--- src/design/ogc_pkg.sv ---
// ----------------------------------------------------------------------------
// ogc_pkg: shared types and constants for the ADC offset/gain calibrator
// Word layouts, action codes, sequencer states and divider handshake structs.
// ----------------------------------------------------------------------------
`timescale 1ns / 1ps
`default_nettype none

package ogc_pkg;

    // Default block configuration
    localparam int FULL_SCALE_CODE_DEF = 4095;
    localparam int VREF_MILLIVOLTS_DEF = 3300;

    // Field widths
    localparam int ACTION_W = 2;
    localparam int CODE_W   = 16;
    localparam int CORR_W   = 12;
    localparam int GAIN_W   = 16;

    // Shared multiplier and divider widths
    localparam int MUL_W      = 2 * CODE_W;
    localparam int DIVIDEND_W = MUL_W;
    localparam int DIVISOR_W  = CODE_W;
    localparam int DIV_STEPS  = DIVIDEND_W;

    // Arithmetic constants
    localparam logic [GAIN_W-1:0]    GAIN_RESET = GAIN_W'(1000);
    localparam logic [CODE_W-1:0]    PERMILLE   = CODE_W'(1000);
    localparam logic [DIVISOR_W-1:0] PERMILLE_DEN = DIVISOR_W'(1000);

    typedef enum logic [ACTION_W-1:0] {
        ACT_APPLY    = 2'd0,
        ACT_SET_ZERO = 2'd1,
        ACT_SET_GAIN = 2'd2
    } t_action;

    typedef enum logic [2:0] {
        S_IDLE,
        S_CHECK,
        S_MUL,
        S_DIV,
        S_WAIT,
        S_FINISH
    } t_state;

    // What the pending division result is used for
    typedef enum logic [1:0] {
        PH_APPLY,
        PH_TARGET,
        PH_QUOT
    } t_phase;

    typedef struct packed {
        logic [ACTION_W-1:0] action;
        logic [CODE_W-1:0]   sample;
        logic [CODE_W-1:0]   expected_mv;
    } t_in_word;

    typedef struct packed {
        logic [CORR_W-1:0] corrected;
        logic              status;
    } t_out_word;

    typedef struct packed {
        logic                  start;
        logic [DIVIDEND_W-1:0] dividend;
        logic [DIVISOR_W-1:0]  divisor;
    } t_div_req;

    typedef struct packed {
        logic                  done;
        logic [DIVIDEND_W-1:0] quotient;
    } t_div_rsp;

endpackage

`default_nettype wire

--- src/design/ogc_divider.sv ---
// ----------------------------------------------------------------------------
// ogc_divider: iterative restoring divider
// Produces one quotient bit per cycle; pulses done with the full quotient.
// ----------------------------------------------------------------------------
`timescale 1ns / 1ps
`default_nettype none

module ogc_divider (
    input  wire               i_clk,
    input  wire               i_rst_n,
    input  ogc_pkg::t_div_req i_req,
    output ogc_pkg::t_div_rsp o_rsp
);

    localparam int CNT_W = $clog2(ogc_pkg::DIV_STEPS);
    localparam int NUM_W = ogc_pkg::DIVIDEND_W;
    localparam int DEN_W = ogc_pkg::DIVISOR_W;

    logic             r_busy, n_busy;
    logic             r_done, n_done;
    logic [CNT_W-1:0] r_cnt,  n_cnt;
    logic [DEN_W-1:0] r_rem,  n_rem;
    logic [NUM_W-1:0] r_quo,  n_quo;
    logic [DEN_W-1:0] r_den,  n_den;

    logic [DEN_W:0]   w_rem_sh;
    logic [DEN_W+1:0] w_diff;

    // Shift in the next dividend bit and trial-subtract the divisor
    assign w_rem_sh = {r_rem, r_quo[NUM_W-1]};
    assign w_diff   = {1'b0, w_rem_sh} - {2'b00, r_den};

    always_comb begin
        n_busy = r_busy;
        n_done = 1'b0;
        n_cnt  = r_cnt;
        n_rem  = r_rem;
        n_quo  = r_quo;
        n_den  = r_den;
        if (i_req.start) begin
            n_busy = 1'b1;
            n_cnt  = '0;
            n_rem  = '0;
            n_quo  = i_req.dividend;
            n_den  = i_req.divisor;
        end else if (r_busy) begin
            // keep the remainder when the trial goes negative
            n_rem = w_diff[DEN_W+1] ? w_rem_sh[DEN_W-1:0] : w_diff[DEN_W-1:0];
            n_quo = {r_quo[NUM_W-2:0], ~w_diff[DEN_W+1]};
            n_cnt = r_cnt + CNT_W'(1);
            if (r_cnt == CNT_W'(ogc_pkg::DIV_STEPS - 1)) begin
                n_busy = 1'b0;
                n_done = 1'b1;
            end
        end
    end

    always_ff @(posedge i_clk) begin
        if (!i_rst_n) begin
            r_busy <= 1'b0;
            r_done <= 1'b0;
            r_cnt  <= '0;
        end else begin
            r_busy <= n_busy;
            r_done <= n_done;
            r_cnt  <= n_cnt;
        end
    end

    always_ff @(posedge i_clk) begin
        r_rem <= n_rem;
        r_quo <= n_quo;
        r_den <= n_den;
    end

    assign o_rsp.done     = r_done;
    assign o_rsp.quotient = r_quo;

endmodule

`default_nettype wire

--- src/design/adc_offset_gain_calibrator.sv ---
// ----------------------------------------------------------------------------
// adc_offset_gain_calibrator: offset and gain correction of converter codes
// Each input word carries an action. Apply adds the stored offset to the raw
// code, multiplies by the gain in permille, divides by 1000 and clamps to
// 0..FULL_SCALE_CODE. Set-zero stores minus the code as the offset (codes
// above full scale are refused). Set-gain derives a new gain from a measured
// reference code and its voltage in millivolts. Every word returns exactly
// one result word; status 1 means the request was refused and nothing
// changed. One word is in flight at a time. Set-zero, requests refused in the
// check and an apply whose corrected sum is not positive skip the multiply
// and divide steps and go straight to the finish state. A finished result
// holds in place while the output register is still full, and the next word
// is taken in the cycle after the result is loaded. All division runs on the
// single shared 32-by-16 restoring divider, which yields one quotient bit per
// cycle (32 iterations per division, after a step each to multiply and to
// start the divider and a wait step to collect the quotient; set-gain divides
// twice).
// The finished result sits in an output register, so the next word is taken
// while the previous result still waits for the consumer.
// ----------------------------------------------------------------------------
`timescale 1ns / 1ps
`default_nettype none

module adc_offset_gain_calibrator #(
    parameter int FULL_SCALE_CODE = ogc_pkg::FULL_SCALE_CODE_DEF,
    parameter int VREF_MILLIVOLTS = ogc_pkg::VREF_MILLIVOLTS_DEF
) (
    input  wire                i_clk,
    input  wire                i_rst_n,
    input  wire                i_in_valid,
    output logic               o_in_ready,
    input  ogc_pkg::t_in_word  i_in_data,
    output logic               o_out_valid,
    input  wire                i_out_ready,
    output ogc_pkg::t_out_word o_out_data
);

    localparam int CODE_W = ogc_pkg::CODE_W;
    localparam int MUL_W  = ogc_pkg::MUL_W;
    localparam int GAIN_W = ogc_pkg::GAIN_W;
    localparam int CORR_W = ogc_pkg::CORR_W;
    localparam int DEN_W  = ogc_pkg::DIVISOR_W;
    // Offset lives in -FULL_SCALE_CODE..0
    localparam int OFS_W  = $clog2(FULL_SCALE_CODE + 1) + 1;
    // Sum of raw code and offset, one spare bit so the sign extension never vanishes
    localparam int SUM_W  = CODE_W + 2;

    localparam logic [CODE_W-1:0] FS_CODE   = CODE_W'(FULL_SCALE_CODE);
    localparam logic [CODE_W-1:0] VREF_CODE = CODE_W'(VREF_MILLIVOLTS);

    // ------------------------------------------------------------------
    // State
    // ------------------------------------------------------------------
    ogc_pkg::t_state r_state, n_state;
    ogc_pkg::t_phase r_phase, n_phase;

    logic signed [OFS_W-1:0] r_offset, n_offset;
    logic [GAIN_W-1:0]       r_gain,   n_gain;
    logic                    r_out_valid, n_out_valid;

    // Working registers of the current word
    logic [ogc_pkg::ACTION_W-1:0] r_action, n_action;
    logic [CODE_W-1:0]            r_sample, n_sample;
    logic [CODE_W-1:0]            r_mv,     n_mv;
    logic [CODE_W-1:0]            r_mul_a,  n_mul_a;
    logic [CODE_W-1:0]            r_mul_b,  n_mul_b;
    logic [MUL_W-1:0]             r_prod,   n_prod;
    logic [DEN_W-1:0]             r_den,    n_den;
    logic [CODE_W-1:0]            r_base,   n_base;
    logic [CORR_W-1:0]            r_corr,   n_corr;
    logic                         r_status, n_status;
    ogc_pkg::t_out_word           r_out,    n_out;

    ogc_pkg::t_div_req w_div_req;
    ogc_pkg::t_div_rsp w_div_rsp;

    logic              w_accept;
    logic              w_slot_free;
    logic signed [SUM_W-1:0] w_sum;
    logic              w_sum_pos;
    logic              w_gain_bad;
    logic [CODE_W-1:0] w_clamped;
    logic              w_quot_bad;

    assign w_accept    = i_in_valid && o_in_ready;
    assign w_slot_free = !r_out_valid || i_out_ready;

    // Raw code plus offset, exact
    assign w_sum = $signed({2'b00, r_sample})
                 + $signed({{(SUM_W - OFS_W){r_offset[OFS_W-1]}}, r_offset});
    assign w_sum_pos = !w_sum[SUM_W-1] && (w_sum != '0);

    // Refuse set-gain on bad reference values or a non-positive corrected code
    assign w_gain_bad = (r_sample == '0) || (r_mv == '0) || (r_mv > VREF_CODE)
                     || !w_sum_pos;

    // Clamp the scaled code to full scale
    assign w_clamped = (w_div_rsp.quotient > MUL_W'(FS_CODE))
                     ? FS_CODE : w_div_rsp.quotient[CODE_W-1:0];

    // Gain must land in 1..65535
    assign w_quot_bad = (w_div_rsp.quotient == '0)
                     || (w_div_rsp.quotient[MUL_W-1:GAIN_W] != '0);

    // ------------------------------------------------------------------
    // Shared divider
    // ------------------------------------------------------------------
    assign w_div_req.start    = (r_state == ogc_pkg::S_DIV);
    assign w_div_req.dividend = r_prod;
    assign w_div_req.divisor  = r_den;

    ogc_divider u_divider (
        .i_clk   (i_clk),
        .i_rst_n (i_rst_n),
        .i_req   (w_div_req),
        .o_rsp   (w_div_rsp)
    );

    // ------------------------------------------------------------------
    // Sequencer: next state
    // ------------------------------------------------------------------
    always_comb begin
        n_state = r_state;
        case (r_state)
            ogc_pkg::S_IDLE: begin
                if (i_in_valid) begin
                    n_state = ogc_pkg::S_CHECK;
                end
            end
            ogc_pkg::S_CHECK: begin
                n_state = ogc_pkg::S_FINISH;
                case (r_action)
                    ogc_pkg::ACT_APPLY: begin
                        if (w_sum_pos) begin
                            n_state = ogc_pkg::S_MUL;
                        end
                    end
                    ogc_pkg::ACT_SET_GAIN: begin
                        if (!w_gain_bad) begin
                            n_state = ogc_pkg::S_MUL;
                        end
                    end
                    default: n_state = ogc_pkg::S_FINISH;
                endcase
            end
            ogc_pkg::S_MUL: n_state = ogc_pkg::S_DIV;
            ogc_pkg::S_DIV: n_state = ogc_pkg::S_WAIT;
            ogc_pkg::S_WAIT: begin
                if (w_div_rsp.done) begin
                    n_state = (r_phase == ogc_pkg::PH_TARGET)
                            ? ogc_pkg::S_MUL : ogc_pkg::S_FINISH;
                end
            end
            ogc_pkg::S_FINISH: begin
                if (w_slot_free) begin
                    n_state = ogc_pkg::S_IDLE;
                end
            end
            default: n_state = ogc_pkg::S_IDLE;
        endcase
    end

    // ------------------------------------------------------------------
    // Sequencer: datapath controls
    // ------------------------------------------------------------------
    always_comb begin
        o_in_ready  = (r_state == ogc_pkg::S_IDLE);
        n_phase     = r_phase;
        n_offset    = r_offset;
        n_gain      = r_gain;
        n_action    = r_action;
        n_sample    = r_sample;
        n_mv        = r_mv;
        n_mul_a     = r_mul_a;
        n_mul_b     = r_mul_b;
        n_prod      = r_prod;
        n_den       = r_den;
        n_base      = r_base;
        n_corr      = r_corr;
        n_status    = r_status;
        n_out       = r_out;
        n_out_valid = r_out_valid;

        // drop the result once the consumer takes it
        if (r_out_valid && i_out_ready) begin
            n_out_valid = 1'b0;
        end

        case (r_state)
            ogc_pkg::S_IDLE: begin
                // latch the word and clear the result fields
                if (w_accept) begin
                    n_action = i_in_data.action;
                    n_sample = i_in_data.sample;
                    n_mv     = i_in_data.expected_mv;
                    n_corr   = '0;
                    n_status = 1'b0;
                end
            end
            ogc_pkg::S_CHECK: begin
                case (r_action)
                    ogc_pkg::ACT_APPLY: begin
                        // a non-positive sum always clamps to zero
                        n_mul_a = w_sum[CODE_W-1:0];
                        n_mul_b = r_gain;
                        n_den   = ogc_pkg::PERMILLE_DEN;
                        n_phase = ogc_pkg::PH_APPLY;
                    end
                    ogc_pkg::ACT_SET_ZERO: begin
                        if (r_sample > FS_CODE) begin
                            n_status = 1'b1;
                        end else begin
                            n_offset = OFS_W'(SUM_W'(0) - $signed({2'b00, r_sample}));
                        end
                    end
                    ogc_pkg::ACT_SET_GAIN: begin
                        if (w_gain_bad) begin
                            n_status = 1'b1;
                        end else begin
                            // expected code = mv * FS / VREF first
                            n_mul_a = r_mv;
                            n_mul_b = FS_CODE;
                            n_den   = VREF_CODE;
                            n_base  = w_sum[CODE_W-1:0];
                            n_phase = ogc_pkg::PH_TARGET;
                        end
                    end
                    default: n_status = 1'b1;
                endcase
            end
            ogc_pkg::S_MUL: begin
                n_prod = MUL_W'(r_mul_a) * MUL_W'(r_mul_b);
            end
            ogc_pkg::S_DIV: begin
                // divider latches its operands this cycle
            end
            ogc_pkg::S_WAIT: begin
                if (w_div_rsp.done) begin
                    case (r_phase)
                        ogc_pkg::PH_APPLY: begin
                            n_corr = w_clamped[CORR_W-1:0];
                        end
                        ogc_pkg::PH_TARGET: begin
                            // expected code never exceeds full scale
                            n_mul_a = w_div_rsp.quotient[CODE_W-1:0];
                            n_mul_b = ogc_pkg::PERMILLE;
                            n_den   = r_base;
                            n_phase = ogc_pkg::PH_QUOT;
                        end
                        ogc_pkg::PH_QUOT: begin
                            if (w_quot_bad) begin
                                n_status = 1'b1;
                            end else begin
                                n_gain = w_div_rsp.quotient[GAIN_W-1:0];
                            end
                        end
                        default: n_phase = ogc_pkg::PH_APPLY;
                    endcase
                end
            end
            ogc_pkg::S_FINISH: begin
                // hold until the output register is free
                if (w_slot_free) begin
                    n_out.corrected = r_corr;
                    n_out.status    = r_status;
                    n_out_valid     = 1'b1;
                end
            end
            default: n_phase = r_phase;
        endcase
    end

    // ------------------------------------------------------------------
    // Registers
    // ------------------------------------------------------------------
    always_ff @(posedge i_clk) begin
        if (!i_rst_n) begin
            r_state     <= ogc_pkg::S_IDLE;
            r_phase     <= ogc_pkg::PH_APPLY;
            r_offset    <= '0;
            r_gain      <= ogc_pkg::GAIN_RESET;
            r_out_valid <= 1'b0;
        end else begin
            r_state     <= n_state;
            r_phase     <= n_phase;
            r_offset    <= n_offset;
            r_gain      <= n_gain;
            r_out_valid <= n_out_valid;
        end
    end

    always_ff @(posedge i_clk) begin
        r_action <= n_action;
        r_sample <= n_sample;
        r_mv     <= n_mv;
        r_mul_a  <= n_mul_a;
        r_mul_b  <= n_mul_b;
        r_prod   <= n_prod;
        r_den    <= n_den;
        r_base   <= n_base;
        r_corr   <= n_corr;
        r_status <= n_status;
        r_out    <= n_out;
    end

    assign o_out_valid = r_out_valid;
    assign o_out_data  = r_out;

    // ------------------------------------------------------------------
    // Assertions
    // ------------------------------------------------------------------
    a_gain_nonzero: assert property (@(posedge i_clk) disable iff (!i_rst_n)
        r_gain != '0)
        else $error("gain register reached zero");

    a_offset_nonpos: assert property (@(posedge i_clk) disable iff (!i_rst_n)
        r_offset[OFS_W-1] || (r_offset == '0))
        else $error("offset became positive");

    a_busy_after_accept: assert property (@(posedge i_clk) disable iff (!i_rst_n)
        w_accept |=> !o_in_ready)
        else $error("accepted a second word while one is in flight");

    a_div_done_in_wait: assert property (@(posedge i_clk) disable iff (!i_rst_n)
        w_div_rsp.done |-> (r_state == ogc_pkg::S_WAIT))
        else $error("divider finished outside the wait state");

endmodule

`default_nettype wire

--- config.mk ---
export PLATFORM = sky130hd
export DESIGN_NAME = adc_offset_gain_calibrator
export DESIGN_NICKNAME = d
export VERILOG_FILES = /design/src/design/ogc_pkg.sv /design/src/design/ogc_divider.sv /design/src/design/adc_offset_gain_calibrator.sv
export SDC_FILE = /design/constraint.sdc
export NUM_CORES = 1
export LEC_CHECK = 0
export BUFFER_PORTS_ARGS = -buffer_cell sky130_fd_sc_hd__buf_2
export CAP_MARGIN = 20
export CORE_MARGIN = 5
export CORE_UTILIZATION = 64
export DETAILED_ROUTE_END_ITERATION = 12
export HOLD_SLACK_MARGIN = 0.1
export PLACE_DENSITY_LB_ADDON = 0.2
export SETUP_SLACK_MARGIN = 0.5
export SLEW_MARGIN = 20
export SYNTH_ARGS = -nofsm -noshare
export SYNTH_HDL_FRONTEND = slang
export SYNTH_HIERARCHICAL = 1
export SYNTH_SLANG_ARGS = --single-unit
export TNS_END_PERCENT = 100
--- constraint.sdc ---
create_clock -name i_clk -period 8.4 [get_ports i_clk]
set_clock_uncertainty 0.05 [all_clocks]
set_input_delay 0.84 -clock i_clk [delete_from_list [all_inputs] [get_ports i_clk]]
set_output_delay 0.84 -clock i_clk [all_outputs]
set_load 0.05 [all_outputs]
Yosys cells after proc, flatten, opt, wreduce, memory -nomap -nowiden --
Index checks and enable logic that the tools add are counted.
Operators by class: add/sub/neg operators 4, multipliers 1, magnitude comparators 3, eq/ne operators 24, muxes and demuxes 51, bitwise logic cells 6, reduce and logical (&&, ||, !) cells 36
Operator list (count):
- one-hot mux 16 bit (2 select lines) | 6
- 2-to-1 mux 16 bit | 10
- 2-to-1 mux 32 bit | 2
- 2-to-1 mux 12 bit | 4
- > comparator 16 x 12 -> 1 bit (second input constant) | 2
- > comparator 32 x 12 -> 1 bit (second input constant) | 1
- logical NOT 16 bit | 2
- logical NOT 32 bit | 1
- multiplier 16 x 16 -> 32 bit | 1
- one-hot mux 12 bit (2 select lines) | 1
- adder 17 x 13 -> 18 bit | 1
- 2-to-1 mux 3 bit | 6
- one-hot mux 3 bit (6 select lines) | 1
- nonzero test 18 bit | 1
- subtractor 17 x 16 -> 18 bit | 1
- nonzero test 16 bit | 1
- inequality test 2 bit (second input constant) | 7
- 2-to-1 mux 1 bit | 13
- subtractor 1 x 13 -> 13 bit (first input constant) | 1
- one-hot mux 2 bit (2 select lines) | 3
- AND reduction 5 bit | 2
- inequality test 3 bit (second input constant) | 3
- AND reduction 3 bit | 3
- AND reduction 4 bit | 2
- other kinds (24) | 50
Storage, ports and cells: flip-flop bits (word level) 262, input bits 38, output and inout bits 15, word-level logic and storage cells 148

Logic depth before layout (Yosys ltp) --
Gate-level depths: netlist of the first run.
depth in word-level cells 8, mapped depth 25, mapped depth without buffers 24

Hierarchy --
The synthesis of the first run kept the hierarchy.
By module, submodules not included:
- adc_offset_gain_calibrator | instances 1, cells each 1655, area each 16833.6 um2, seq. area each 5385.2 um2
- ogc_divider | instances 1, cells each 344, area each 3848.7 um2, seq. area each 1901.8 um2

Worst setup path after synthesis of the first run --
No wires, ideal clock.
kind flip-flop to flip-flop, start register r_mul_a[5], end register r_prod[31] (data pin), setup time 262 ps, arrival 6083 ps, required time 8088 ps, path slack 2005 ps, cell stages (with the launch flop) 24, path buffers 1, period minus slack after synthesis 6395 ps, cells stage by stage edfxtp_1 clkbuf_1 and2_1 fa_1 inv_1 fa_1 fa_1 inv_1 ha_1 fa_1 inv_1 fa_1 inv_1 ha_1 a21o_1 a21oi_1 nor2b_1 o311a_1 o2111ai_1 a31oi_1 a31o_2 a2111oi_0 nor3_1 xnor2_1
On the way: cells in the longest elaborated chain, start to end 1
Ends and longest elaborated chain:
- start: declaration | line adc_offset_gain_calibrator.sv:65 | logic [CODE_W-1:0] r_mul_a, n_mul_a;
- start signal: assignment | line adc_offset_gain_calibrator.sv:296 | r_mul_a <= n_mul_a;
- multiplier 16 x 16 -> 32 bit | line adc_offset_gain_calibrator.sv:232 | n_prod = MUL_W'(r_mul_a) * MUL_W'(r_mul_b);
- end signal: assignment | line adc_offset_gain_calibrator.sv:298 | r_prod <= n_prod;
- end: declaration | line adc_offset_gain_calibrator.sv:67 | logic [MUL_W-1:0] r_prod, n_prod;
No other way between the ends. A chain may end at the register's enable or synchronous reset.

Worst setup path in the final report of the first run --
start register r_mul_b[8], end register r_prod[31] (data pin)
On the way: cells in the longest elaborated chain, start to end 1
Ends and longest elaborated chain:
- start: declaration | line adc_offset_gain_calibrator.sv:66 | logic [CODE_W-1:0] r_mul_b, n_mul_b;
- start signal: assignment | line adc_offset_gain_calibrator.sv:297 | r_mul_b <= n_mul_b;
- multiplier 16 x 16 -> 32 bit | line adc_offset_gain_calibrator.sv:232
No other way between the ends.

==> results.ini, run 1 <==
[run_status]
outcome=finished, final reports clean

[synth]
synth_enable_flop_cells=204
synthesis.nets=2373
ys_seq_elements=262
synth_top_area_cell=edfxtp_1
avgSynthCellArea_sq_um=10.35
synth_seq_area_share_pct=35.23
synth.distinct_cells=87
yosysWarningCount=6
synthFlopType=edfxtp_1
synthCells=1999
synthArstFlopShare_pct=0
syn_area_sq_um=20680
synth_area_leaders=edfxtp_1 30%, fa_1 19%, ha_1 8.5%
synth_top_area_share_pct=29.62

[floorplanning]
die_area_sq_um=36010
die_x_um=189.8
core_area_sq_um=31720
start_util_pct=65.21
ios=53
die_h_um=189.8
rows=65

[placement]
dp_hpwl_um=34890
placed_area_sq_um=21200
io_buffers=52
routabilityCongestion=0.9099

[global_route]
overflow=0
grt_max_degree=77
grtUsageTotal_pct=26.74
grt_pass1_wl_um=77570
grt_pass1_vias=14750
grt_antenna_before_repair=0

[drt]
wl_um=46390
drt_iter0_markers=1248
drc=0
drt_first_pass_iters=5
avgViaCountPerCell=5.954
wl_per_cell_um=19.07
drtAntennaViolNets=0
num_vias=14480

[clocking]
htreeDepth=1
clk_pin_slew_worst_paths_ps=60
cts_tree=yes
post_cts_buffers=0
post_cts_resized=0
clock-sinks=262
clk_path_buf_depth=3
cts-root-buf=clkbuf_16
cts_buffers=26
cts_hold_buffers=0
clock_latency_ps=540

[worst_setup_path]
critPathArrivalTime_ps=7310
worstRegToRegCells=21
cp-startpoint=r_mul_b[8]
r2r_start=r_mul_b[8]
cp-end-kind=flip-flop
cp_max_fo=16
startpoint_type=flip-flop
path_class=reg2reg
critPathRequiredTime_ps=8620

[cells_and_area]
fill_cells=2361
seq_area_sq_um=7287
reg.largest.list=r_prod (32), u_divider/r_quo (32)
multi_input_area_sq_um=12010
postLayoutCoreUtil_pct=69.63
final_common_cell=inv_1
synthToLayoutAreaGrowth_pct=6.776
fin_nets=2383
final_cell_area_sq_um=22080
drive_above_1_share_pct=8.871
final_cell_mix=288 x inv_1, 211 x nand2_1, 204 x edfxtp_1, 196 x fa_1

[timing]
max_slew_margin_pct=28.32
slew_violations=0
fin_tns_setup_ps=0
finalHoldViolations=0
holdWs_ps=366.9
rsz0062_at_grt=no
finalCriticalPeriod_ps=7091
setup_viol_count_final=0
fmax_mhz=141.0
tightest_slew_ps=1075
period_share_pct=84.41

[hold_path]
hold_depth=0
hold_path.class=reg2reg
hold_start=r_den[2]

[job]
max_cap_viol_count=0

## metal layers
| metal | wire length [um] | vias up | global-route usage, % |
|---|---|---|---|
| met4 | 1571 | 0 | 7.401 |
| met3 | 3570 | 108 | 3.229 |
| li1 | - | 6721 | - |
| met2 | 22100 | 564 | 43.92 |
| met1 | 19150 | 7088 | 38.21 |
| met5 | 0 | - | 0 |
## cells by family (layout without fill, tap and decap cells)
logic type,after synthesis,count (layout),synth area share [%]
AND/OR/NAND/NOR,647,647,15.81
adder cells (fa/ha/maj),336,336,27.44
flip-flops,262,262,35.23
AO/OA/AOI/OAI,273,273,9.365
buffers and inverters,368,398,6.830
multiplexers,56,56,2.904
other,0,1,0
XOR/XNOR,57,57,2.414
## critical path: stages, from the launching register on
cell	delay, ps
edfxtp_1	810
nand2_1	190
fa_1	540
inv_1	50
fa_1	500
inv_1	50
fa_1	500
inv_1	70
fa_1	530
fa_1	550
inv_1	50
fa_1	530
inv_1	40
ha_1	230
or3_1	360
o22a_1	230
o2111ai_1	300
a31oi_1	180
a31o_2	330
a2111oi_0	430
nor3_1	140
xnor2_1	140
## worst paths after layout
| kind | to | slack (ps) |
|---|---|---|
| hold reg to reg | u_divider/r_den[2] | 370 |
| hold / removal | u_divider/r_den[2] | 370 |
| setup reg to reg | r_prod[31] | 1310 |
| setup / recovery | r_prod[31] | 1310 |
## final cells by class
class | count | area share [%]
inverter | 289 | 4.912
tap | 402 | 2.278
sequential | 262 | 33.00
multi-input combinational | 1369 | 54.37
antenna | 1 | 0.01133
timing repair buffer | 61 | 1.575
clock buffer | 32 | 3.184
clock inverter | 16 | 0.6686
## cells in the mapped netlist, types with 10 or more instances
| cell | number |
|---|---|
| a21oi_1 | 56 |
| inv_1 | 288 |
| nor3_1 | 30 |
| nand2b_1 | 18 |
| o21a_1 | 10 |
| dfxtp_1 | 58 |
| nor2_1 | 99 |
| o21ai_0 | 38 |
| xnor2_1 | 38 |
| mux2i_1 | 24 |
| and3_1 | 23 |
| nor4_1 | 17 |
| clkbuf_1 | 66 |
| xor2_1 | 19 |
| ha_1 | 140 |
| nor2b_1 | 28 |
| or3_1 | 10 |
| nand3_1 | 25 |
| fa_1 | 196 |
| edfxtp_1 | 204 |
| nand2_1 | 211 |
| a21o_1 | 35 |
| and2_1 | 140 |
| o21ai_1 | 12 |
| a31oi_1 | 21 |
| mux2_2 | 32 |
## per-stage QoR
step	cells	setup WS, ps
floorplan	1999	2005
global placement	2382	1570
detailed placement	2382	1412
CTS	2430	1358
global route	2431	866.8
finish	2432	1309
Power of run 1 is not shown: default switching activity piles up to over one toggle a cycle in this logic, so the estimate is an artifact.
==> run 2, diff against run 1 <==
==> constraint.sdc (replaced) <==
create_clock -name i_clk -period 6.8 [get_ports i_clk]
set_clock_uncertainty 0.05 [all_clocks]
set_input_delay 0.68 -clock i_clk [delete_from_list [all_inputs] [get_ports i_clk]]
set_output_delay 0.68 -clock i_clk [all_outputs]
set_load 0.05 [all_outputs]
==> run 2 against run 1 <==
Routed wire length grew 4.6%. Final area is 5.2% higher. Final cell count up 3.9%. Critical path depth rose by 1. Count of clock-buffer cells in the layout up 2. First-iteration DRC count fell by 3.3%. Sequential cell count is the same. Critical path type unchanged.
==> results.ini, run 2 (same netlist as run 1, synthesis figures left out) <==
[run_status]
outcome=finished, final reports clean

[global_route]
grt_antenna_before_repair=0
grt_pass1_wl_um=79180
overflow=0
grt_pass1_vias=15420
grtUsageTotal_pct=27.19
grt_max_degree=77

[timing]
fmax_mhz=157.7
fin_tns_setup_ps=0
period_share_pct=93.23
finalCriticalPeriod_ps=6340
slew_violations=0
setup_viol_count_final=0
max_slew_margin_pct=26.80
tightest_slew_ps=1098
finalHoldViolations=0
rsz0062_at_grt=yes

[floorplanning]
core_area_sq_um=31720
die_h_um=189.8
die_x_um=189.8
rows=65
start_util_pct=65.21
ios=53
die_area_sq_um=36010

[worst_setup_path]
critical_path.slowest_cell=fa_1
cp_common_cell=fa_1
cp-end-kind=flip-flop
path_cells=buf_6, buf_6, and2_1, fa_1, inv_1, fa_1, fa_1, inv_1, fa_1, fa_1, inv_1, fa_1, inv_1, ha_2, or3_1, o22a_1, o2111ai_4, a31oi_4, a31o_4, a2111oi_4, nor3_2, xnor2_1
worst-path-buf-inv=6
cp_max_fo=4
path_class=reg2reg
startpoint_type=flip-flop
critPathRequiredTime_ps=7040
critPathArrivalTime_ps=6580
cpPeakStageDelay_ps=530
crit_family=adder cells

[clocking]
clk_path_buf_depth=3
htreeDepth=1
cts_tree=yes
clk_pin_slew_worst_paths_ps=70
clock_latency_ps=560
cts-root-buf=clkbuf_16
cts_buffers=27
clock-sinks=262

[cells_and_area]
synthToLayoutAreaGrowth_pct=12.30
final_cell_mix=287 x inv_1, 210 x nand2_1, 204 x edfxtp_1, 192 x fa_1, 134 x and2_1
fin_nets=2480
drive_above_1_share_pct=14.96
postLayoutCoreUtil_pct=73.23
reg.largest.list=r_prod (32), u_divider/r_quo (32)
diodes=0
fill_cells=2226
stdcell_count=2528
final_common_cell=inv_1

[drt]
drc=0
wl_per_cell_um=19.18
wl_um=48500
drt_first_pass_iters=7
drt_iter0_markers=1207
num_vias=15090
avgViaCountPerCell=5.968
drtAntennaViolNets=0

[placement]
io_buffers=52
routabilityCongestion=0.9030
place_inst=2400
dp_hpwl_um=34210

[job]
max_cap_viol_count=0

[hold_path]
hold_path.class=in2reg

## run 2: changes by cell type in the layout (fill, tap and decap cells not counted), moves of 5 or more
cell / previous run / this run
ha_2: 0 / 5
a21oi_2: 2 / 8
and2_1: 140 / 134
ha_4: 0 / 10
and2_4: 0 / 6
buf_4: 8 / 94
buf_6: 0 / 6
ha_1: 140 / 125
buf_12: 0 / 5
a21oi_1: 56 / 49
## run 2: per-layer routing
metal / vias to the layer above / GRT usage [%] / routed length, um
li1: 6921 / - / -
met3: 153 / 2.862 / 3196
met5: - / 0 / 0
met4: 0 / 11.21 / 2411
met2: 609 / 45.44 / 23300
met1: 7404 / 36.79 / 19590
## run 2: path summary, 6_finish.rpt
kind	from	end	slack, ps	cells after the start
worst max-delay path	r_mul_b[6]	r_prod[31]	460	22
worst min-delay path	i_in_data[16]	r_sample[0]	260	1
worst max register to register	r_mul_b[6]	r_prod[31]	460	22
worst min register to register	r_den[4]	u_divider/r_den[4]	370	0
## run 2: timing repair
item                       CTS  global route
hold buffers                 0             0
setup buffers               67            12
pin swaps                   13            47
resized for setup           28            32
setup endpoints to repair   10            10
## run 2: stage by stage
stage | hold slack, ps | setup slack [ps] | instance area (sq um)
6_report | 262.7 | 460.5 | 23230
5_1_grt | 247.6 | 255.7 | 23230
4_1_cts | 250.2 | 473.3 | 22960
3_5_place_dp | 354.5 | 15.64 | 21350
3_3_place_gp | 353.6 | 178.8 | 21350
2_1_floorplan | 350.3 | 501.6 | 20690
## run 2: final cells by class
| class | count | area [sq um] | area share [%] |
|---|---|---|---|
| Clock buffer | 34 | 701.9 | 3.022 |
| Timing Repair Buffer | 157 | 1134 | 4.881 |
| Inverter | 289 | 1085 | 4.671 |
| Multi-Input combinational cell | 1369 | 12340 | 53.13 |
| Tap cell | 402 | 503.0 | 2.166 |
| Clock inverter | 15 | 176.4 | 0.7596 |
| Sequential cell | 262 | 7287 | 31.37 |
Power of run 2 is left out for the same reason.
